`config.mk`:
```
export PLATFORM = sky130hd
export DESIGN_NAME = humidity_sensor_frame_decoder
export DESIGN_NICKNAME = d
export VERILOG_FILES = /design/src/rtl/hsfd_pkg.sv /design/src/rtl/hsfd_fifo.sv /design/src/rtl/hsfd_front.sv /design/src/rtl/hsfd_back.sv /design/src/rtl/humidity_sensor_frame_decoder.sv
export SDC_FILE = /design/constraint.sdc
export NUM_CORES = 1
export LEC_CHECK = 0
export ABC_AREA = 1
export BUFFER_PORTS_ARGS = -buffer_cell sky130_fd_sc_hd__buf_4
export CAP_MARGIN = 20
export CORE_MARGIN = 1
export CORE_UTILIZATION = 24
export CTS_CLUSTER_SIZE = 12
export DETAILED_ROUTE_END_ITERATION = 6
export PLACE_DENSITY = 0.45
export SLEW_MARGIN = 20
export SYNTH_ARGS = -nofsm -noshare
export SYNTH_HDL_FRONTEND = slang
export SYNTH_HIERARCHICAL = 1
export SYNTH_SLANG_ARGS = --single-unit
```
`constraint.sdc`:
```
create_clock -name clock -period 9.2 [get_ports clock]
set_clock_uncertainty 0.05 [all_clocks]
set_input_delay 1.84 -clock clock [delete_from_list [all_inputs] [get_ports clock]]
set_output_delay 1.84 -clock clock [all_outputs]
set_load 0.02 [all_outputs]
```
`src/rtl/hsfd_pkg.sv`:
```
package hsfd_pkg;

   // Frame layout: temperature word, its CRC, humidity word, its CRC.
   localparam int FRAME_BYTES = 6;
   localparam int STORE_DEPTH = FRAME_BYTES - 1;
   localparam int COUNT_W     = $clog2(FRAME_BYTES + 1);
   localparam int STORE_IDX_W = $clog2(STORE_DEPTH);

   localparam int TEMP_MSB_POS = 0;
   localparam int TEMP_LSB_POS = 1;
   localparam int TEMP_CRC_POS = 2;
   localparam int HUM_MSB_POS  = 3;
   localparam int HUM_LSB_POS  = 4;
   localparam int HUM_CRC_POS  = 5;

   localparam int JOB_QUEUE_DEPTH    = 4;
   localparam int RESULT_QUEUE_DEPTH = 4;

   localparam logic [7:0] CRC_INIT = 8'hFF;
   localparam logic [7:0] CRC_POLY = 8'h31;

   // Fixed-point conversion constants (hundredths of kelvin / percent).
   localparam logic [15:0] TEMP_OFFSET = 16'd22815;
   localparam logic [14:0] TEMP_SPAN   = 15'd17500;
   localparam logic [13:0] HUM_SPAN    = 14'd12500;
   localparam logic [15:0] HUM_OFFSET  = 16'd600;
   localparam logic [15:0] HUM_MAX     = 16'd10000;

   localparam int TEMP_PROD_W = 31;
   localparam int HUM_PROD_W  = 30;

   typedef enum logic [1:0] {
      ACTION_START    = 2'd0,
      ACTION_DATA     = 2'd1,
      ACTION_BUS_FAIL = 2'd2
   } action_type;

   typedef enum logic [1:0] {
      FAIL_NONE = 2'd0,
      FAIL_BUS  = 2'd1,
      FAIL_CRC  = 2'd2
   } failure_kind_type;

   typedef struct packed {
      failure_kind_type kind;
      logic [15:0]      temp_raw;
      logic [15:0]      hum_raw;
   } job_type;

   typedef struct packed {
      logic [15:0]      temperature_centikelvin;
      logic [13:0]      humidity_centipercent;
      logic             reading_present;
      logic             measurement_valid;
      failure_kind_type failure_kind;
      logic [31:0]      failure_total;
   } result_type;

   // One byte of CRC-8, MSB first.
   function automatic logic [7:0] crc8_byte(input logic [7:0] crc, input logic [7:0] data);
      logic [7:0] c;
      c = crc ^ data;
      for (int b = 0; b < 8; b++) begin
         if (c[7]) begin
            c = {c[6:0], 1'b0} ^ CRC_POLY;
         end else begin
            c = {c[6:0], 1'b0};
         end
      end
      return c;
   endfunction

endpackage

```
`src/rtl/hsfd_fifo.sv`:
```
module hsfd_fifo #(
   parameter int WIDTH = 8,
   parameter int DEPTH = 4
) (
   input  logic             clock,
   input  logic             reset,
   input  logic             push,
   input  logic [WIDTH-1:0] push_data,
   output logic             full,
   input  logic             pop,
   output logic [WIDTH-1:0] pop_data,
   output logic             empty
);
   localparam int PTR_W = (DEPTH > 1) ? $clog2(DEPTH) : 1;
   localparam int CNT_W = $clog2(DEPTH + 1);

   logic [WIDTH-1:0] entry_ff [DEPTH];
   logic [PTR_W-1:0] wr_ptr_ff, wr_ptr_in;
   logic [PTR_W-1:0] rd_ptr_ff, rd_ptr_in;
   logic [CNT_W-1:0] count_ff, count_in;
   logic             do_push, do_pop;

   assign full     = (count_ff == CNT_W'(DEPTH));
   assign empty    = (count_ff == '0);
   assign do_push  = push && !full;
   assign do_pop   = pop && !empty;
   assign pop_data = entry_ff[rd_ptr_ff];

   always_comb begin
      wr_ptr_in = wr_ptr_ff;
      rd_ptr_in = rd_ptr_ff;
      count_in  = count_ff;
      if (do_push) begin
         wr_ptr_in = (wr_ptr_ff == PTR_W'(DEPTH - 1)) ? '0 : wr_ptr_ff + PTR_W'(1);
      end
      if (do_pop) begin
         rd_ptr_in = (rd_ptr_ff == PTR_W'(DEPTH - 1)) ? '0 : rd_ptr_ff + PTR_W'(1);
      end
      if (do_push && !do_pop) begin
         count_in = count_ff + CNT_W'(1);
      end else if (do_pop && !do_push) begin
         count_in = count_ff - CNT_W'(1);
      end
   end

   always_ff @(posedge clock) begin
      if (reset) begin
         wr_ptr_ff <= '0;
         rd_ptr_ff <= '0;
         count_ff  <= '0;
      end else begin
         wr_ptr_ff <= wr_ptr_in;
         rd_ptr_ff <= rd_ptr_in;
         count_ff  <= count_in;
      end
   end

   always_ff @(posedge clock) begin
      if (do_push) begin
         entry_ff[wr_ptr_ff] <= push_data;
      end
   end

endmodule

```
`src/rtl/hsfd_front.sv`:
```
module hsfd_front (
   input  logic              clock,
   input  logic              reset,
   input  logic              accept,
   input  logic [1:0]        action,
   input  logic [7:0]        data_byte,
   output logic              job_push,
   output hsfd_pkg::job_type job
);
   import hsfd_pkg::*;

   logic [COUNT_W-1:0] count_ff, count_in;
   logic [7:0]         crc_ff, crc_in;
   logic               temp_ok_ff, temp_ok_in;
   logic [7:0]         store_ff [STORE_DEPTH];
   logic               store_we;
   logic               frame_ok;

   // The CRC runs along with the bytes, so the sixth byte only needs a compare.
   assign frame_ok = temp_ok_ff && (crc_ff == data_byte);

   always_comb begin
      count_in   = count_ff;
      crc_in     = crc_ff;
      temp_ok_in = temp_ok_ff;
      store_we   = 1'b0;
      job_push   = 1'b0;
      job.kind     = FAIL_NONE;
      job.temp_raw = {store_ff[TEMP_MSB_POS], store_ff[TEMP_LSB_POS]};
      job.hum_raw  = {store_ff[HUM_MSB_POS], store_ff[HUM_LSB_POS]};
      if (accept) begin
         unique case (action)
            ACTION_START: begin
               count_in = '0;
            end
            ACTION_DATA: begin
               if (count_ff < COUNT_W'(STORE_DEPTH)) begin
                  store_we = 1'b1;
                  count_in = count_ff + COUNT_W'(1);
                  if (count_ff == COUNT_W'(TEMP_MSB_POS) ||
                      count_ff == COUNT_W'(HUM_MSB_POS)) begin
                     crc_in = crc8_byte(CRC_INIT, data_byte);
                  end else if (count_ff == COUNT_W'(TEMP_CRC_POS)) begin
                     temp_ok_in = (crc_ff == data_byte);
                  end else begin
                     crc_in = crc8_byte(crc_ff, data_byte);
                  end
               end else if (count_ff == COUNT_W'(HUM_CRC_POS)) begin
                  count_in = COUNT_W'(FRAME_BYTES);
                  job_push = 1'b1;
                  job.kind = frame_ok ? FAIL_NONE : FAIL_CRC;
               end
            end
            ACTION_BUS_FAIL: begin
               count_in = COUNT_W'(FRAME_BYTES);
               job_push = 1'b1;
               job.kind = FAIL_BUS;
            end
            default: begin
            end
         endcase
      end
   end

   always_ff @(posedge clock) begin
      if (reset) begin
         count_ff   <= '0;
         crc_ff     <= CRC_INIT;
         temp_ok_ff <= 1'b0;
      end else begin
         count_ff   <= count_in;
         crc_ff     <= crc_in;
         temp_ok_ff <= temp_ok_in;
      end
   end

   always_ff @(posedge clock) begin
      if (store_we) begin
         store_ff[count_ff[STORE_IDX_W-1:0]] <= data_byte;
      end
   end

`ifndef NO_ASSERTIONS
   a_count_range: assert property (@(posedge clock) disable iff (reset)
      count_ff <= COUNT_W'(FRAME_BYTES))
      else $error("frame byte count out of range");

   a_sixth_closes: assert property (@(posedge clock) disable iff (reset)
      (accept && action == ACTION_DATA && count_ff == COUNT_W'(HUM_CRC_POS))
      |-> job_push ##1 count_ff == COUNT_W'(FRAME_BYTES))
      else $error("sixth byte did not conclude the frame");

   a_push_cause: assert property (@(posedge clock) disable iff (reset)
      job_push |-> accept && (action == ACTION_BUS_FAIL ||
                              count_ff == COUNT_W'(HUM_CRC_POS)))
      else $error("job issued without a concluding item");
`endif

endmodule

```
`src/rtl/hsfd_back.sv`:
```
module hsfd_back (
   input  logic                 clock,
   input  logic                 reset,
   input  hsfd_pkg::job_type    job,
   input  logic                 job_empty,
   output logic                 job_pop,
   input  logic                 out_full,
   output logic                 out_push,
   output hsfd_pkg::result_type result
);
   import hsfd_pkg::*;

   logic                   s1_valid_ff, s1_valid_in;
   failure_kind_type       s1_kind_ff;
   logic [TEMP_PROD_W-1:0] s1_temp_prod_ff;
   logic [HUM_PROD_W-1:0]  s1_hum_prod_ff;

   logic [15:0] temp_held_ff, temp_held_in;
   logic [13:0] hum_held_ff, hum_held_in;
   logic        have_ff, have_in;
   logic [31:0] fail_ff, fail_in;

   logic [15:0] temp_q, hum_q, hum_sub;
   logic [15:0] temp_value;
   logic [13:0] hum_value;
   logic        success;

   // floor(x / 65535) for quotients below 65536: (x + (x >> 16) + 1) >> 16.
   function automatic logic [15:0] div_full_scale(input logic [TEMP_PROD_W-1:0] x);
      logic [TEMP_PROD_W:0] s;
      s = {1'b0, x} + (TEMP_PROD_W + 1)'(x >> 16) + (TEMP_PROD_W + 1)'(1);
      return s[TEMP_PROD_W:16];
   endfunction

   assign out_push    = s1_valid_ff && !out_full;
   assign job_pop     = !job_empty && (!s1_valid_ff || !out_full);
   assign s1_valid_in = job_pop ? 1'b1 : (out_push ? 1'b0 : s1_valid_ff);
   assign success     = (s1_kind_ff == FAIL_NONE);

   always_comb begin
      temp_q     = div_full_scale(s1_temp_prod_ff);
      hum_q      = div_full_scale(TEMP_PROD_W'(s1_hum_prod_ff));
      temp_value = TEMP_OFFSET + temp_q;
      hum_sub    = hum_q - HUM_OFFSET;
      if (hum_q <= HUM_OFFSET) begin
         hum_value = '0;
      end else if (hum_sub > HUM_MAX) begin
         hum_value = HUM_MAX[13:0];
      end else begin
         hum_value = hum_sub[13:0];
      end
   end

   always_comb begin
      temp_held_in = temp_held_ff;
      hum_held_in  = hum_held_ff;
      have_in      = have_ff;
      fail_in      = fail_ff;
      if (out_push) begin
         if (success) begin
            temp_held_in = temp_value;
            hum_held_in  = hum_value;
            have_in      = 1'b1;
         end else begin
            fail_in = fail_ff + 32'd1;
         end
      end
      result.temperature_centikelvin = temp_held_in;
      result.humidity_centipercent   = hum_held_in;
      result.reading_present         = have_in;
      result.measurement_valid       = success;
      result.failure_kind            = s1_kind_ff;
      result.failure_total           = fail_in;
   end

   always_ff @(posedge clock) begin
      if (reset) begin
         s1_valid_ff  <= 1'b0;
         temp_held_ff <= '0;
         hum_held_ff  <= '0;
         have_ff      <= 1'b0;
         fail_ff      <= '0;
      end else begin
         s1_valid_ff  <= s1_valid_in;
         temp_held_ff <= temp_held_in;
         hum_held_ff  <= hum_held_in;
         have_ff      <= have_in;
         fail_ff      <= fail_in;
      end
   end

   always_ff @(posedge clock) begin
      if (job_pop) begin
         s1_kind_ff      <= job.kind;
         s1_temp_prod_ff <= TEMP_PROD_W'(job.temp_raw) * TEMP_PROD_W'(TEMP_SPAN);
         s1_hum_prod_ff  <= HUM_PROD_W'(job.hum_raw) * HUM_PROD_W'(HUM_SPAN);
      end
   end

`ifndef NO_ASSERTIONS
   a_push_needs_stage: assert property (@(posedge clock) disable iff (reset)
      out_push |-> s1_valid_ff)
      else $error("result written without a job in the stage");

   a_fail_count: assert property (@(posedge clock) disable iff (reset)
      (out_push && s1_kind_ff != FAIL_NONE) |=> fail_ff == $past(fail_ff) + 32'd1)
      else $error("failure count did not advance on a failure");

   a_fail_hold: assert property (@(posedge clock) disable iff (reset)
      !(out_push && s1_kind_ff != FAIL_NONE) |=> $stable(fail_ff))
      else $error("failure count moved without a failure");

   a_have_sticky: assert property (@(posedge clock) disable iff (reset)
      have_ff |=> have_ff)
      else $error("reading present flag dropped");
`endif

endmodule

```
`src/rtl/humidity_sensor_frame_decoder.sv`:
```
// Channel   | Direction | Handshake      | Payload
// req_      | in        | push / full    | action, data_byte
// rsp_      | out       | pop / empty    | temperature_centikelvin, humidity_centipercent,
//           |           |                | reading_present, measurement_valid,
//           |           |                | failure_kind, failure_total
//
// One input item can be taken on every cycle; full rises only when the job queue between
// the front and back ends is full, which happens only while results back up.
// A concluding item (the sixth byte or a bus failure) passes through the job queue and then
// the multiply stage of the back end before it reaches the result queue.
// Reset is synchronous and active high; it clears the byte count, the held readings, the
// failure count and both queues. No clearing pass is needed.
// A stalled result side fills the result queue, then holds the multiply stage, then fills
// the job queue; items that conclude nothing keep being taken until the job queue is full.
module humidity_sensor_frame_decoder #(
   parameter int JOB_QUEUE_DEPTH    = hsfd_pkg::JOB_QUEUE_DEPTH,
   parameter int RESULT_QUEUE_DEPTH = hsfd_pkg::RESULT_QUEUE_DEPTH
) (
   input  logic        clock,
   input  logic        reset,

   input  logic        req_push,
   output logic        req_full,
   input  logic [1:0]  req_action,
   input  logic [7:0]  req_data_byte,

   output logic        rsp_empty,
   input  logic        rsp_pop,
   output logic [15:0] rsp_temperature_centikelvin,
   output logic [13:0] rsp_humidity_centipercent,
   output logic        rsp_reading_present,
   output logic        rsp_measurement_valid,
   output logic [1:0]  rsp_failure_kind,
   output logic [31:0] rsp_failure_total
);
   import hsfd_pkg::*;

   logic       req_accept;
   logic       job_push, job_pop, job_full, job_empty;
   job_type    job_in, job_out;
   logic       res_push, res_full;
   result_type res_in, res_out;

   // A transfer on the request side is taken whenever the job queue has room.
   assign req_full   = job_full;
   assign req_accept = req_push && !req_full;

   // The front end tracks the frame position, stores the data bytes and runs the CRC
   // as the bytes come in; it issues one job per concluding item.
   hsfd_front u_front (
      .clock     (clock),
      .reset     (reset),
      .accept    (req_accept),
      .action    (req_action),
      .data_byte (req_data_byte),
      .job_push  (job_push),
      .job       (job_in)
   );

   // Short queue that decouples frame collection from conversion.
   hsfd_fifo #(
      .WIDTH ($bits(job_type)),
      .DEPTH (JOB_QUEUE_DEPTH)
   ) u_job_queue (
      .clock     (clock),
      .reset     (reset),
      .push      (job_push),
      .push_data (job_in),
      .full      (job_full),
      .pop       (job_pop),
      .pop_data  (job_out),
      .empty     (job_empty)
   );

   // The back end scales the raw words, keeps the last good readings and the failure
   // count, and composes the result.
   hsfd_back u_back (
      .clock     (clock),
      .reset     (reset),
      .job       (job_out),
      .job_empty (job_empty),
      .job_pop   (job_pop),
      .out_full  (res_full),
      .out_push  (res_push),
      .result    (res_in)
   );

   // Results wait here so the back end keeps working while the consumer stalls.
   hsfd_fifo #(
      .WIDTH ($bits(result_type)),
      .DEPTH (RESULT_QUEUE_DEPTH)
   ) u_result_queue (
      .clock     (clock),
      .reset     (reset),
      .push      (res_push),
      .push_data (res_in),
      .full      (res_full),
      .pop       (rsp_pop),
      .pop_data  (res_out),
      .empty     (rsp_empty)
   );

   assign rsp_temperature_centikelvin = res_out.temperature_centikelvin;
   assign rsp_humidity_centipercent   = res_out.humidity_centipercent;
   assign rsp_reading_present         = res_out.reading_present;
   assign rsp_measurement_valid       = res_out.measurement_valid;
   assign rsp_failure_kind            = res_out.failure_kind;
   assign rsp_failure_total           = res_out.failure_total;

endmodule
```
==> results.cfg <==
[floorplan]
num_rows = 136
fp.dieH_um = 374
die_w_um = 374
io_pins = 82
core_area_um2 = 137000
initial_utilization_pct = 24.2
die-area_um2 = 140000

[status]
status = finished, final reports clean

[timing]
timing.fmax_mhz = 153
finalCritPeriodShare_pct = 71.0
slew_headroom_pct = 32.2
worst_slew_pin_slew_ps = 1020
min_period_ps = 6530
hold_viol = 0
grt_setup_unrepaired = no
fin_tns_setup_ps = 0
slew_viol_final = 0
setup_violations = 0

[clocking]
clock_latency_ps = 620
post-cts-setup-buffers = 0
cts.clk_slew.worst_paths_ps = 60
numCtsBuffers = 68
h-tree-depth = 3
cts_resized = 0
clock-root-buffer = clkbuf_16
clock-sinks = 585
clockBufferDepth = 3
cts_tree = done
ctsHoldBuffers = 0

[worst_setup_path]
rrSetupSlack_ps = 2670
cp.depth = 25
critPathBufInv = 5
startpoint_type = flip-flop
end_kind = flip-flop
arrival_ps = 6830
reg2reg_to = u_back/s1_temp_prod_ff[27]
crit_fanout = 37
slowest_stage = dfxtp_2
crit_end = u_back/s1_temp_prod_ff[27]
r2r_cells = 25
critPathKind = flip-flop to flip-flop
worstPathRequired_ps = 9500
cp_slowest_stage_delay_ps = 750
cp_top_family = adder cells

[detailed_routing]
detail_route.wl_per_cell_um = 14.9
met2WireLength_um = 35800
num_vias = 21600
drt_iter0_markers = 1075
ant_nets = 0
routed-wl-met3_um = 1930
drt-vias-per-instance = 4.18
first_pass_iters = 5
totalWireLength_um = 77300
drc = 0
wl_met1_um = 38100
top_layer = met4

[global_routing]
grt_overflow = 0
grt_pass1_vias = 21700
antenna_found_initial = 0
grt_max_degree = 85
grt_pass1_wl_um = 123000
grt_usage_pct = 11.0

[yosys]
synthesis.area_um2 = 33200
syn_inst = 3234
synthDistinctLibCells = 64
async_flop_share_pct = 0
ys.flop_type = edfxtp_1
syn_nets = 3586
avgSynthCellArea_um2 = 10.3
synth_area_leader_cell = edfxtp_1
synthTopCellsByArea = edfxtp_1 (44%), ha_1 (9.3%), dfxtp_1 (5.7%), fa_1 (5.5%), nand2_1 (5.4%)
synth_top_area_share_pct = 44.4
synth-seq-cells = 585
ys_seq_area_share_pct = 50.1
synth_warnings = 6
synth_edf_count = 491

[worst_hold_path]
hold_class = flip-flop to flip-flop

[placed_design]
routabilityCongestion = 0.818
port_buffers = 81
hpwlAfterDp_um = 54200
placed_cell_area_um2 = 35700

[run]
cap_violations = 0

[finish]
nFillCells = 14400
drive_gt1_share_pct = 12.7
nets = 3677
syn2layout_area_growth_pct = 14.4
final_area_um2 = 38000
-- layer usage --
layer,GRT usage (%),vias to the layer above
met1,15.0,10200
met4,2.79,0
met2,18.3,242
met5,0,-
li1,-,11100
met3,1.44,81
-- sequential cells by signal, summed over array words and instances (netlist names), 3 cells and up, named ones only --
register	count
u_result_queue/entry_ff	264
u_job_queue/entry_ff	136
u_back/fail_ff	32
u_front/store_ff	32
u_back/s1_temp_prod_ff	29
u_back/s1_hum_prod_ff	28
u_back/temp_held_ff	16
u_back/hum_held_ff	14
u_front/crc_ff	8
u_front/count_ff	3
u_job_queue/count_ff	3
u_result_queue/count_ff	3
-- cell usage in the layout, fill, tap and decap left out, types with 5 or more instances in the layout --
| master | count |
|---|---|
| xor2_1 | 64 |
| o21ai_1 | 20 |
| inv_2 | 13 |
| nand3_1 | 127 |
| ha_1 | 247 |
| nand2_2 | 26 |
| inv_6 | 5 |
| edfxtp_1 | 491 |
| nand2_1 | 481 |
| nor4_1 | 6 |
| o22ai_1 | 40 |
| or2_2 | 13 |
| nand3b_1 | 15 |
| a21o_1 | 10 |
| a21oi_1 | 104 |
| dfxtp_1 | 91 |
| nor2_2 | 36 |
| nand4_1 | 23 |
| nor2_4 | 52 |
| and2_1 | 7 |
| fa_1 | 91 |
| clkbuf_16 | 69 |
| nor2_1 | 310 |
| o22ai_2 | 60 |
| clkinv_2 | 9 |
| clkbuf_1 | 24 |
| nor3_1 | 30 |
| bufinv_16 | 6 |
| nand3_2 | 6 |
| inv_1 | 473 |
| xnor2_1 | 23 |
| o211ai_1 | 8 |
| buf_4 | 101 |
| o21ai_0 | 233 |
-- cell type report --
type | instances | area (um^2) | share of cell area, %
flip-flops and latches | 585 | 16600 | 43.8
multi-input cells | 2080 | 14300 | 37.5
well taps | 1794 | 2240 | 5.91
clock buffers | 96 | 1860 | 4.89
inverters | 489 | 1850 | 4.86
repair buffers | 101 | 758 | 2.00
clock inverters | 28 | 385 | 1.01
diodes | 2 | 5.00 | 0.0132
-- tightest hold or removal path: stages, from the launching register on --
cell and delay (ps):
dfxtp_1 290, inv_1 60, a21oi_1 60
-- Yosys cell counts, types with 3 or more instances --
library cell / n
edfxtp_1: 491
nand2_1: 481
inv_1: 473
nor2_1: 318
ha_1: 247
o21ai_0: 233
nand3_1: 127
a21oi_1: 105
dfxtp_1: 94
fa_1: 91
xor2_1: 64
o22ai_2: 60
nor2_4: 44
o22ai_1: 40
nor2_2: 36
nor3_1: 30
clkbuf_1: 29
buf_2: 26
nand2_2: 26
nand4_1: 23
xnor2_1: 23
o21ai_1: 20
nand3b_1: 15
inv_2: 13
or2_2: 13
a21o_1: 10
buf_12: 8
buf_6: 8
o211ai_1: 8
and2_1: 7
nand3_2: 6
nor4_1: 6
a21boi_0: 4
a31oi_1: 4
buf_4: 4
o21ai_2: 4
o21bai_1: 4
nor3_2: 3
xor2_2: 3
-- kinds of logic after synthesis --
| kind of cell | count (synthesis) | synth area share (%) |
|---|---|---|
| AOI/OAI and AO/OA | 503 | 9.45 |
| xor gates and xnor gates | 92 | 2.54 |
| adders and majority gates | 338 | 14.8 |
| buffers and inverters | 569 | 7.25 |
| DFF | 585 | 50.1 |
| and+or+nand+nor | 1147 | 15.9 |
-- how the worst min path moves through the flow --
stage              startpoint        endpoint  slack, ps  cells after the start
3_5_place_dp   u_back/have_ff  u_back/have_ff        400                      2
6_report       u_back/have_ff  u_back/have_ff        410                      2
5_1_grt        u_back/have_ff  u_back/have_ff        430                      2
3_3_place_gp   u_back/have_ff  u_back/have_ff        400                      2
4_1_cts        u_back/have_ff  u_back/have_ff        410                      2
2_1_floorplan  u_back/have_ff  u_back/have_ff        390                      2
-- per-stage QoR --
step / worst slack (ps) / cells / utilization [%] / hold slack (ps)
finish: 2670 / 5175 / 27.7 / 407
global route: 2130 / 5173 / 27.7 / 432
CTS: 2610 / 5173 / 27.7 / 408
detailed placement: 2640 / 5049 / 26.0 / 399
global placement: 2720 / 5049 / 26.0 / 397
floorplan: 3870 / 3234 / - / 386
Power is left out: the tool's default activity adds up to more than one toggle a clock period on the data nets, which glitch-free logic cannot reach.
